**config.mk**
```make
export PLATFORM = sky130hd
export DESIGN_NAME = ptst_ram
export DESIGN_NICKNAME = d
export VERILOG_FILES = /design/src/hdl/ptst_ram.sv
export SDC_FILE = /design/constraint.sdc
export NUM_CORES = 1
export LEC_CHECK = 0
export BUFFER_PORTS_ARGS = -buffer_cell sky130_fd_sc_hd__buf_2
export CORE_ASPECT_RATIO = 1.4
export CORE_MARGIN = 2
export CORE_UTILIZATION = 65
export DETAILED_ROUTE_END_ITERATION = 12
export GPL_ROUTABILITY_DRIVEN = 1
export GPL_TIMING_DRIVEN = 0
export PLACE_DENSITY = 0.85
export SETUP_SLACK_MARGIN = 0.05
export SLEW_MARGIN = 20
export SYNTH_ARGS = -nofsm -noshare
export SYNTH_HDL_FRONTEND = slang
export SYNTH_SLANG_ARGS = --single-unit
```
**constraint.sdc**
```tcl
create_clock -name clk -period 3.2 [get_ports clk]
set_input_delay 0.64 -clock clk [delete_from_list [all_inputs] [get_ports clk]]
set_output_delay 0.64 -clock clk [all_outputs]
set_load 0.005 [all_outputs]
```
**src/hdl/ptst_ram.sv**
```systemverilog
`default_nettype none
module ptst_ram #(
	parameter int WIDTH = 8,
	parameter int DEPTH = 16
) (
	input  wire logic                     clk,
	input  wire logic                     we,
	input  wire logic [$clog2(DEPTH)-1:0] waddr,
	input  wire logic [WIDTH-1:0]         wdata,
	input  wire logic [$clog2(DEPTH)-1:0] raddr,
	output logic      [WIDTH-1:0]         rdata
);
	logic [WIDTH-1:0] mem_q [DEPTH];
	always_ff @(posedge clk) begin
		if (we) mem_q[waddr] <= wdata;
		rdata <= mem_q[raddr];
	end
endmodule
`default_nettype wire

```
==> Word level (Yosys, flattened, before mapping) <==
Memory sizes are Yosys's and may differ from the RTL's. A register that Yosys moved wholly into a read port is not among the register bits.
Cells that the tools add are included.
{ "classes": {"muxes": 2} }
{ "op_table": {"columns": ["cell", "n"], "rows": [
  ["two-way mux 1 bit", 2]
]} }
{ "totals": {"ff_bits": 0, "ramBits": 128, "inputBits": 18, "memories": 1} }
{ "mem_list": {"columns": ["name", "words", "width", "rd", "rd_clocked_by_memory_dff", "wr", "line", "rtl"], "rows": [
  ["mem_q", 16, 8, 1, 1, 1, "13", "logic [WIDTH-1:0] mem_q [DEPTH];"]
]} }

==> Logic depth before layout (Yosys ltp) <==
Gate-level depths: netlist of the first run.
{ "depth": {"word_depth": 2, "depth_mapped": 5, "mapped_depth_nobuf": 3} }

==> Worst setup path before layout of the first run <==
No wires, ideal clock.
{ "synth_timing": {"path_kind": "input port to flip-flop", "start": "input waddr[2]", "end": "memory mem_q[0][0], enable pin", "setup_ps": 383, "arrival_ps": 1750, "required_ps": 2817, "path_slack_ps": 1067, "path_stages": 2, "n_path_buf": 0, "cell_sequence": "or3b_2 nor3_1"} }
{ "synth_lines": {"columns": ["item", "line", "rtl"], "rows": [
  ["start: declaration", "8", "input wire logic [$clog2(DEPTH)-1:0] waddr,"],
  ["end: declaration", "13", null]
]} }
Straight into the memory's write port.

==> Worst setup path after layout of the first run <==
{ "layout_timing": {"start": "input waddr[2]", "end": "memory mem_q[2][2], enable pin"} }
Straight into the memory's write port.

==> impl_table.tex, run 1 <==
\begin{tabular}{lr}
\hline
Metric & Value \\
\hline
\multicolumn{2}{l}{\textbf{Status}} \\
\quad Outcome & complete, no violations \\
\multicolumn{2}{l}{\textbf{Pwr}} \\
\quad Largest vdd supply drop & around 600 uV \\
\quad Sum of internal, switching and leakage power & about 4.2 mW \\
\quad Power per cell area & 692 mW/mm\^{}2 \\
\quad Pleak & a little over 2 nW \\
\multicolumn{2}{l}{\textbf{Timing}} \\
\quad Summed negative setup slack over all endpoints & 0 ns \\
\quad Min cycle time layout & 1.74 ns \\
\quad Tightest hold margin & 0.509 ns \\
\quad Fmax achieved & 575 MHz \\
\quad Fin. max-slew vios & 0 \\
\quad Minimum setup slack in the final design & approximately 1.5 ns \\
\quad Setup violation total in the final timing report & 0 \\
\quad Slew margin rel. & 0.453 \\
\quad Setup repair after global routing missed its margin & no \\
\quad Worst-margin pin slew & 0.818 ns \\
\quad Hold violation total from the final report & 0 \\
\quad Worst clock skew & 0.00491 ns \\
\quad Fin crit share & 0.544 \\
\multicolumn{2}{l}{\textbf{Floorplanning}} \\
\quad Core area & 0.00770 mm\^{}2 \\
\quad Total I/O pin count & 26 \\
\quad Die area & 0.00866 mm\^{}2 \\
\quad Effective utilization at floorplan & 0.668 \\
\quad Site row count & 38 \\
\quad Die width & 79.2 um \\
\quad Die outline height & 109 um \\
\multicolumn{2}{l}{\textbf{Worst setup path}} \\
\quad Delay contributed by the slowest stage of the critical path & 0.61 ns \\
\quad FF-to-FF End & rdata[2] \\
\quad Maximum fanout along the worst path & 8 \\
\quad Bufs and invs on worst path & 1 \\
\quad Series of cell instances along the critical path & buf\_2, or3b\_2, nor2\_1 \\
\quad WP data arrival & around 1.9 ns \\
\quad Setup Crit Path Kind & primary input to flip-flop \\
\quad Worst-case reg-to-reg path depth & 3 \\
\quad Startpoint of the lowest-slack register-to-register path & mem\_q[2][2] \\
\quad Critical path endpoint category & flip-flop \\
\quad Data required time of the critical path & $\sim$3.4 ns \\
\quad Cell with the biggest individual delay on the critical path & sky130\_fd\_sc\_hd\_\_nor2\_1 \\
\quad Critical path origin & waddr[2] \\
\quad Top delay family on crit path & simple AND/OR/NAND/NOR gates \\
\quad Total number of cells along the worst setup path & 3 \\
\quad Register-to-Register Setup Slack & 1.57 ns \\
\quad Category of the worst setup path launch point & primary input \\
\multicolumn{2}{l}{\textbf{CTS}} \\
\quad Clock insertion delay at the later pin of the skew report & 0.52 ns \\
\quad Root cell of the clock tree & sky130\_fd\_sc\_hd\_\_clkbuf\_8 \\
\quad Cts-stage hold buffer count & 0 \\
\quad Htree depth & 4 \\
\quad TritonCTS buffer count & 17 \\
\quad Clock transition at the registers of the reported paths & 0.06 ns \\
\quad Buffer depth of the longest clock path & 2 \\
\quad CTS tree & built \\
\quad Clock sink count & 136 \\
\quad CTS-repair resized insts & 0 \\
\quad Post-CTS repair timing setup buffer count & 0 \\
\multicolumn{2}{l}{\textbf{Finish}} \\
\quad Design area & 0.00601 mm\^{}2 \\
\quad Combined area of the multi-input logic cells & roughly 0.0011 mm\^{}2 \\
\quad Fraction of the core area covered by cells at the end of the flow & 0.780 \\
\quad ANT cells & 0 \\
\quad Register cell area after layout & 0.00400 mm\^{}2 \\
\quad Fillers & 388 \\
\quad Post-route non-filler standard cell count & roughly 390 \\
\quad Synth-to-Final Area Change & 16.7\% \\
\quad \# nets final & 290 \\
\quad Fraction of layout cells with a size suffix above 1 & 0.302 \\
\multicolumn{2}{l}{\textbf{Logic synthesis}} \\
\quad Synthesized net count & between 200 and 250 \\
\quad Flop and latch count out of synthesis & approximately 140 \\
\quad Syn Inst Count & 229 \\
\quad Mapped Area & just over 0.005 mm\^{}2 \\
\quad Count of cell types in the netlist & 19 \\
\quad Register area share after synthesis & 0.778 \\
\quad Number of warnings printed during yosys synthesis & 0 \\
\quad Mapped Avg Cell Area & 22.5 um\^{}2 \\
\multicolumn{2}{l}{\textbf{Detailed routing}} \\
\quad Average wire per cell in the routed design & 27.6 um \\
\quad Number of detailed-routing iterations run before antenna repair & 4 \\
\quad Final WL & 10600 um \\
\quad Vias post-DR & 2572 \\
\quad Via count normalized by instance count & between 6 and 7 \\
\quad Number of antenna-violating nets in the routed design & 0 \\
\quad Initial DRC Count & 383 \\
\quad Count of unresolved DRC violations after routing & 0 \\
\multicolumn{2}{l}{\textbf{Global route}} \\
\quad Gr usage total & 0.273 \\
\quad Number of antenna violations at the first check in global routing & 0 \\
\quad Number of global-route vias before repair & 2585 \\
\quad Global route total overflow & 0 \\
\quad Pin count of the biggest net entering global routing & 17 \\
\quad First-pass GRT wire length & 15600 um \\
\multicolumn{2}{l}{\textbf{Min path}} \\
\quad Worst min-delay path class & primary input to flip-flop \\
\quad Hold-critical path depth & 1 \\
\quad Hold EP & mem\_q[8][6] \\
\quad Hold path startpoint & wdata[6] \\
\multicolumn{2}{l}{\textbf{Placement}} \\
\quad Weighted congestion reported at the end of routability-driven placement & 0.917 \\
\quad Number of buffers inserted by port buffering & 24 \\
\quad Area post-placement & 0.00541 mm\^{}2 \\
\quad Placed cell count & 353 \\
\quad Setup slack after placement & 0.904 ns \\
\quad Placed wire-length estimate after detailed placement & 6040 um \\
\multicolumn{2}{l}{\textbf{Job}} \\
\quad Max-cap viol count & 0 \\
\hline
\end{tabular}
## cell usage after synthesis (all sizes together)
master	n	area (um^2)
nand2b	2	12.5
a22oi	16	120
buf	7	56.3
and2b	1	7.51
nor2b	1	6.26
edfxtp	128	3840
nand2	9	33.8
nand3	1	5.00
nand3b	2	15.0
nor2	13	48.8
mux4	32	773
or3b	1	8.76
nor3	4	20.0
clkdlybuf4s25	3	30.0
dfxtp	8	160
and2	1	6.26
## worst reg2reg max path: stages (launching register included)
cell and delay [ns]:
sky130_fd_sc_hd__edfxtp_1 0.38, sky130_fd_sc_hd__mux4_1 0.59, sky130_fd_sc_hd__a22oi_1 0.40, sky130_fd_sc_hd__nand2_1 0.13
## where the power goes
group / leakage (nW) / total, mW / switching, mW / internal [mW]
clock network: 0.286 / 1.96 / 0.706 / 1.25
logic: 0.520 / 0.197 / 0.118 / 0.0792
registers: 1.22 / 2.01 / 0.0128 / 1.99
## kinds of logic after synthesis
family	Yosys count	share of synthesized area
buffers and inverters	10	0.0168
flip-flops	136	0.778
AND/OR/NAND/NOR	35	0.0318
multiplexers	32	0.150
AO/OA/AOI/OAI	16	0.0233
## metal layers
layer / global-route usage / share of wire / up-vias
li1: - / - / 1064
met1: 0.357 / 0.36 / 1302
met2: 0.426 / 0.51 / 168
met3: 0.0878 / 0.082 / 38
met4: 0.126 / 0.041 / 0
met5: 0 / 0 / -
## worst max path at each step
stage	to
after global placement	mem_q[0][5]
after global routing	mem_q[2][2]
after CTS	mem_q[2][2]
after detailed placement	mem_q[2][4]
after floorplan	mem_q[0][0]
final	mem_q[2][2]
## registers in the layout, summed over array words and instances (netlist names)
| name | count |
|---|---|
| mem_q | 128 |
| rdata | 8 |
## area by class of cell
| class | instances | share of cell area |
|---|---|---|
| Clock buffer | 17 | 0.0689 |
| Clock inverter | 15 | 0.0304 |
| Tap cell | 100 | 0.0208 |
| Multi-Input combinational cell | 83 | 0.179 |
| Sequential cell | 136 | 0.666 |
| Timing Repair Buffer | 24 | 0.0200 |
| Buffer | 10 | 0.0144 |
## cells in the final DEF (no fill, tap or decap), types with 8 or more instances in the layout
cell type,count
sky130_fd_sc_hd__dfxtp_1,8
sky130_fd_sc_hd__a22oi_1,16
sky130_fd_sc_hd__nand2_1,9
sky130_fd_sc_hd__clkbuf_16,16
sky130_fd_sc_hd__edfxtp_1,128
sky130_fd_sc_hd__mux4_1,14
sky130_fd_sc_hd__nor2_1,13
sky130_fd_sc_hd__mux4_2,18
sky130_fd_sc_hd__buf_2,27
Note: power is estimated with default switching activity, not from simulation.
==> inputs of run 2 (changes only) <==
--- a/config.mk
+++ b/config.mk
@@ -8,11 +8,11 @@
 export BUFFER_PORTS_ARGS = -buffer_cell sky130_fd_sc_hd__buf_2
 export CORE_ASPECT_RATIO = 1.4
 export CORE_MARGIN = 2
-export CORE_UTILIZATION = 65
+export CORE_UTILIZATION = 60
 export DETAILED_ROUTE_END_ITERATION = 12
 export GPL_ROUTABILITY_DRIVEN = 1
 export GPL_TIMING_DRIVEN = 0
-export PLACE_DENSITY = 0.85
+export PLACE_DENSITY = 0.79
 export SETUP_SLACK_MARGIN = 0.05
 export SLEW_MARGIN = 20
 export SYNTH_ARGS = -nofsm -noshare
==> constraint.sdc (replaced) <==
create_clock -name clk -period 1.7 [get_ports clk]
set_input_delay 0.34 -clock clk [delete_from_list [all_inputs] [get_ports clk]]
set_output_delay 0.34 -clock clk [all_outputs]
set_load 0.005 [all_outputs]
==> impl_table.tex, run 2 (synthesis results as in run 1) <==
\begin{tabular}{lr}
\hline
Metric & Value \\
\hline
\multicolumn{2}{l}{\textbf{Worst setup path}} \\
\quad Data required time of the critical path & 1.74 ns (was 3.35 ns) \\
\quad Critical path endpoint category & flip-flop (unchanged) \\
\quad Category of the worst setup path launch point & primary input (unchanged) \\
\quad Setup Crit Path Kind & primary input to flip-flop (unchanged) \\
\quad WP data arrival & 1.62 ns (was 1.89 ns) \\
\quad Maximum fanout along the worst path & 8 (unchanged) \\
\multicolumn{2}{l}{\textbf{CTS}} \\
\quad Post-CTS repair timing setup buffer count & 0 (unchanged) \\
\quad Root cell of the clock tree & sky130\_fd\_sc\_hd\_\_clkbuf\_16 (was sky130\_fd\_sc\_hd\_\_clkbuf\_8) \\
\quad Clock sink count & 136 (unchanged) \\
\quad Clock transition at the registers of the reported paths & 0.06 ns (about the same) \\
\quad Buffer depth of the longest clock path & 2 (unchanged) \\
\quad Cts-stage hold buffer count & 0 (unchanged) \\
\quad Htree depth & 4 (unchanged) \\
\quad CTS-repair resized insts & 0 (unchanged) \\
\quad CTS tree & built (unchanged) \\
\quad Clock insertion delay at the later pin of the skew report & 0.41 ns (was 0.52 ns) \\
\quad TritonCTS buffer count & 17 (unchanged) \\
\multicolumn{2}{l}{\textbf{Finish}} \\
\quad Fillers & 488 (was 388) \\
\quad Most common library cell in the layout ignoring fill and taps & sky130\_fd\_sc\_hd\_\_edfxtp\_1 (unchanged) \\
\quad Synth-to-Final Area Change & 17.9\% (was 16.7\%) \\
\quad Top register by number of flip-flops & mem\_q (unchanged) \\
\quad Post-route non-filler standard cell count & 390 (was 385) \\
\quad Largest register FFs & 128 (unchanged) \\
\quad Combined area of the multi-input logic cells & 0.00108 mm\^{}2 (unchanged) \\
\quad Registers with the most flip-flops & mem\_q x128, rdata x8 (unchanged) \\
\quad Highest-count cells in the layout ignoring fill and taps & sky130\_fd\_sc\_hd\_\_edfxtp\_1 (128), sky130\_fd\_sc\_hd\_\_buf\_2 (27), sky130\_fd\_sc\_hd\_\_clkbuf\_16 (22), sky130\_fd\_sc\_hd\_\_mux4\_2 (18), sky130\_fd\_sc\_hd\_\_a22oi\_1 (16) (was sky130\_fd\_sc\_hd\_\_edfxtp\_1 (128), sky130\_fd\_sc\_hd\_\_buf\_2 (27), sky130\_fd\_sc\_hd\_\_mux4\_2 (18), sky130\_fd\_sc\_hd\_\_a22oi\_1 (16), sky130\_fd\_sc\_hd\_\_clkbuf\_16 (16)) \\
\quad Register cell area after layout & 0.00400 mm\^{}2 (unchanged) \\
\quad ANT cells & 0 (unchanged) \\
\quad Fraction of layout cells with a size suffix above 1 & 0.312 (was 0.302) \\
\quad \# nets final & 290 (unchanged) \\
\multicolumn{2}{l}{\textbf{Placement}} \\
\quad Placed cell count & 358 (was 353) \\
\quad Number of buffers inserted by port buffering & 24 (unchanged) \\
\quad Setup slack after placement & -0.325 ns (was 0.904 ns) \\
\quad Placed wire-length estimate after detailed placement & 6080 um (was 6040 um) \\
\quad Weighted congestion reported at the end of routability-driven placement & 0.836 (was 0.917) \\
\multicolumn{2}{l}{\textbf{Timing}} \\
\quad Setup repair after global routing missed its margin & no (unchanged) \\
\quad Worst-margin pin slew & 0.805 ns (was 0.818 ns) \\
\quad Worst clock skew & 0.00493 ns (was 0.00491 ns) \\
\quad Min cycle time layout & 1.58 ns \\
\quad Hold violation total from the final report & 0 (unchanged) \\
\quad Fmax achieved & 634 MHz \\
\quad Summed negative setup slack over all endpoints & 0 ns (unchanged) \\
\quad Slew margin rel. & 0.462 (was 0.453) \\
\quad Fin crit share & 0.927 \\
\quad Minimum setup slack in the final design & 0.124 ns (was 1.46 ns) \\
\quad Setup violation total in the final timing report & 0 (unchanged) \\
\quad Fin. max-slew vios & 0 (unchanged) \\
\multicolumn{2}{l}{\textbf{Pwr}} \\
\quad Pleak & 2.05 nW (was 2.03 nW) \\
\quad Power per cell area & 1300 mW/mm\^{}2 (was 692 mW/mm\^{}2) \\
\quad Largest vdd supply drop & 908 uV (was 599 uV) \\
\multicolumn{2}{l}{\textbf{Global route}} \\
\quad Number of global-route vias before repair & 2518 (was 2585) \\
\quad Number of antenna violations at the first check in global routing & 0 (unchanged) \\
\quad Global route total overflow & 0 (unchanged) \\
\quad Gr usage total & 0.245 (was 0.273) \\
\quad First-pass GRT wire length & 15100 um (was 15600 um) \\
\quad Pin count of the biggest net entering global routing & 17 (unchanged) \\
\multicolumn{2}{l}{\textbf{Floorplanning}} \\
\quad Die area & 0.00935 mm\^{}2 (was 0.00866 mm\^{}2) \\
\quad Total I/O pin count & 26 (unchanged) \\
\quad Effective utilization at floorplan & 0.609 (was 0.668) \\
\quad Die outline height & 114 um (was 109 um) \\
\quad Core area & 0.00846 mm\^{}2 (was 0.00770 mm\^{}2) \\
\quad Site row count & 40 (was 38) \\
\quad Die width & 82.3 um (was 79.2 um) \\
\multicolumn{2}{l}{\textbf{Detailed routing}} \\
\quad Initial DRC Count & 227 (was 383) \\
\quad Number of detailed-routing iterations run before antenna repair & 5 (was 4) \\
\quad Average wire per cell in the routed design & 25.9 um (was 27.6 um) \\
\quad Via count normalized by instance count & 6.53 (was 6.68) \\
\quad Count of unresolved DRC violations after routing & 0 (unchanged) \\
\quad Vias post-DR & 2545 (was 2572) \\
\quad Final WL & 10100 um (was 10600 um) \\
\quad Number of antenna-violating nets in the routed design & 0 (unchanged) \\
\multicolumn{2}{l}{\textbf{Min path}} \\
\quad Worst min-delay path class & primary input to flip-flop (unchanged) \\
\multicolumn{2}{l}{\textbf{Status}} \\
\quad Outcome & complete, no violations (unchanged) \\
\multicolumn{2}{l}{\textbf{Job}} \\
\quad Max-cap viol count & 0 (unchanged) \\
\hline
\end{tabular}
==> run 2: power by group <==
group,internal (mW),switching [mW],total (mW)
sequential,3.75,0.0201,3.77
clock,2.46,1.32,3.77
combinational,0.149,0.212,0.361
==> run 2: metrics by stage <==
step	hold WS, ns	util	power [mW]	cell area, um^2
floorplan	0.439	-	4.03	5150
global placement	0.649	0.639	4.17	5400
detailed placement	0.666	0.641	4.19	5420
CTS	0.315	0.717	7.93	6070
global route	0.320	0.717	8.10	6070
finish	0.333	0.717	7.91	6070
==> run 2: critical path: stages <==
cell	delay [ns]
sky130_fd_sc_hd__buf_2	0.11
sky130_fd_sc_hd__or3b_2	0.52
sky130_fd_sc_hd__nor2_1	0.63
==> run 2: area by class of cell <==
class                      instances  area share
tap                              105      0.0217
clock buffer                      26      0.0998
sequential                       136       0.660
timing repair buffer              24      0.0198
multi-input combinational         83       0.178
buffer                            10      0.0142
clock inverter                     6     0.00701
==> run 2: routing by layer <==
metal,track usage,up-vias,share of wire
met2,0.376,145,0.52
met1,0.321,1313,0.38
met5,0,-,0
met3,0.0720,29,0.069
met4,0.121,0,0.036
li1,-,1058,-
==> run 2: path summary, 6_finish.rpt <==
kind / slack [ns] / end / cells past startpoint / from
worst max-delay path: 0.12 / mem_q[2][1] / 3 / waddr[2]
worst min-delay path: 0.33 / mem_q[7][5] / 1 / wdata[5]
worst max register to register: 0.27 / rdata[0] / 3 / mem_q[1][0]
worst min register to register: 0.68 / rdata[0] / 3 / mem_q[15][0]
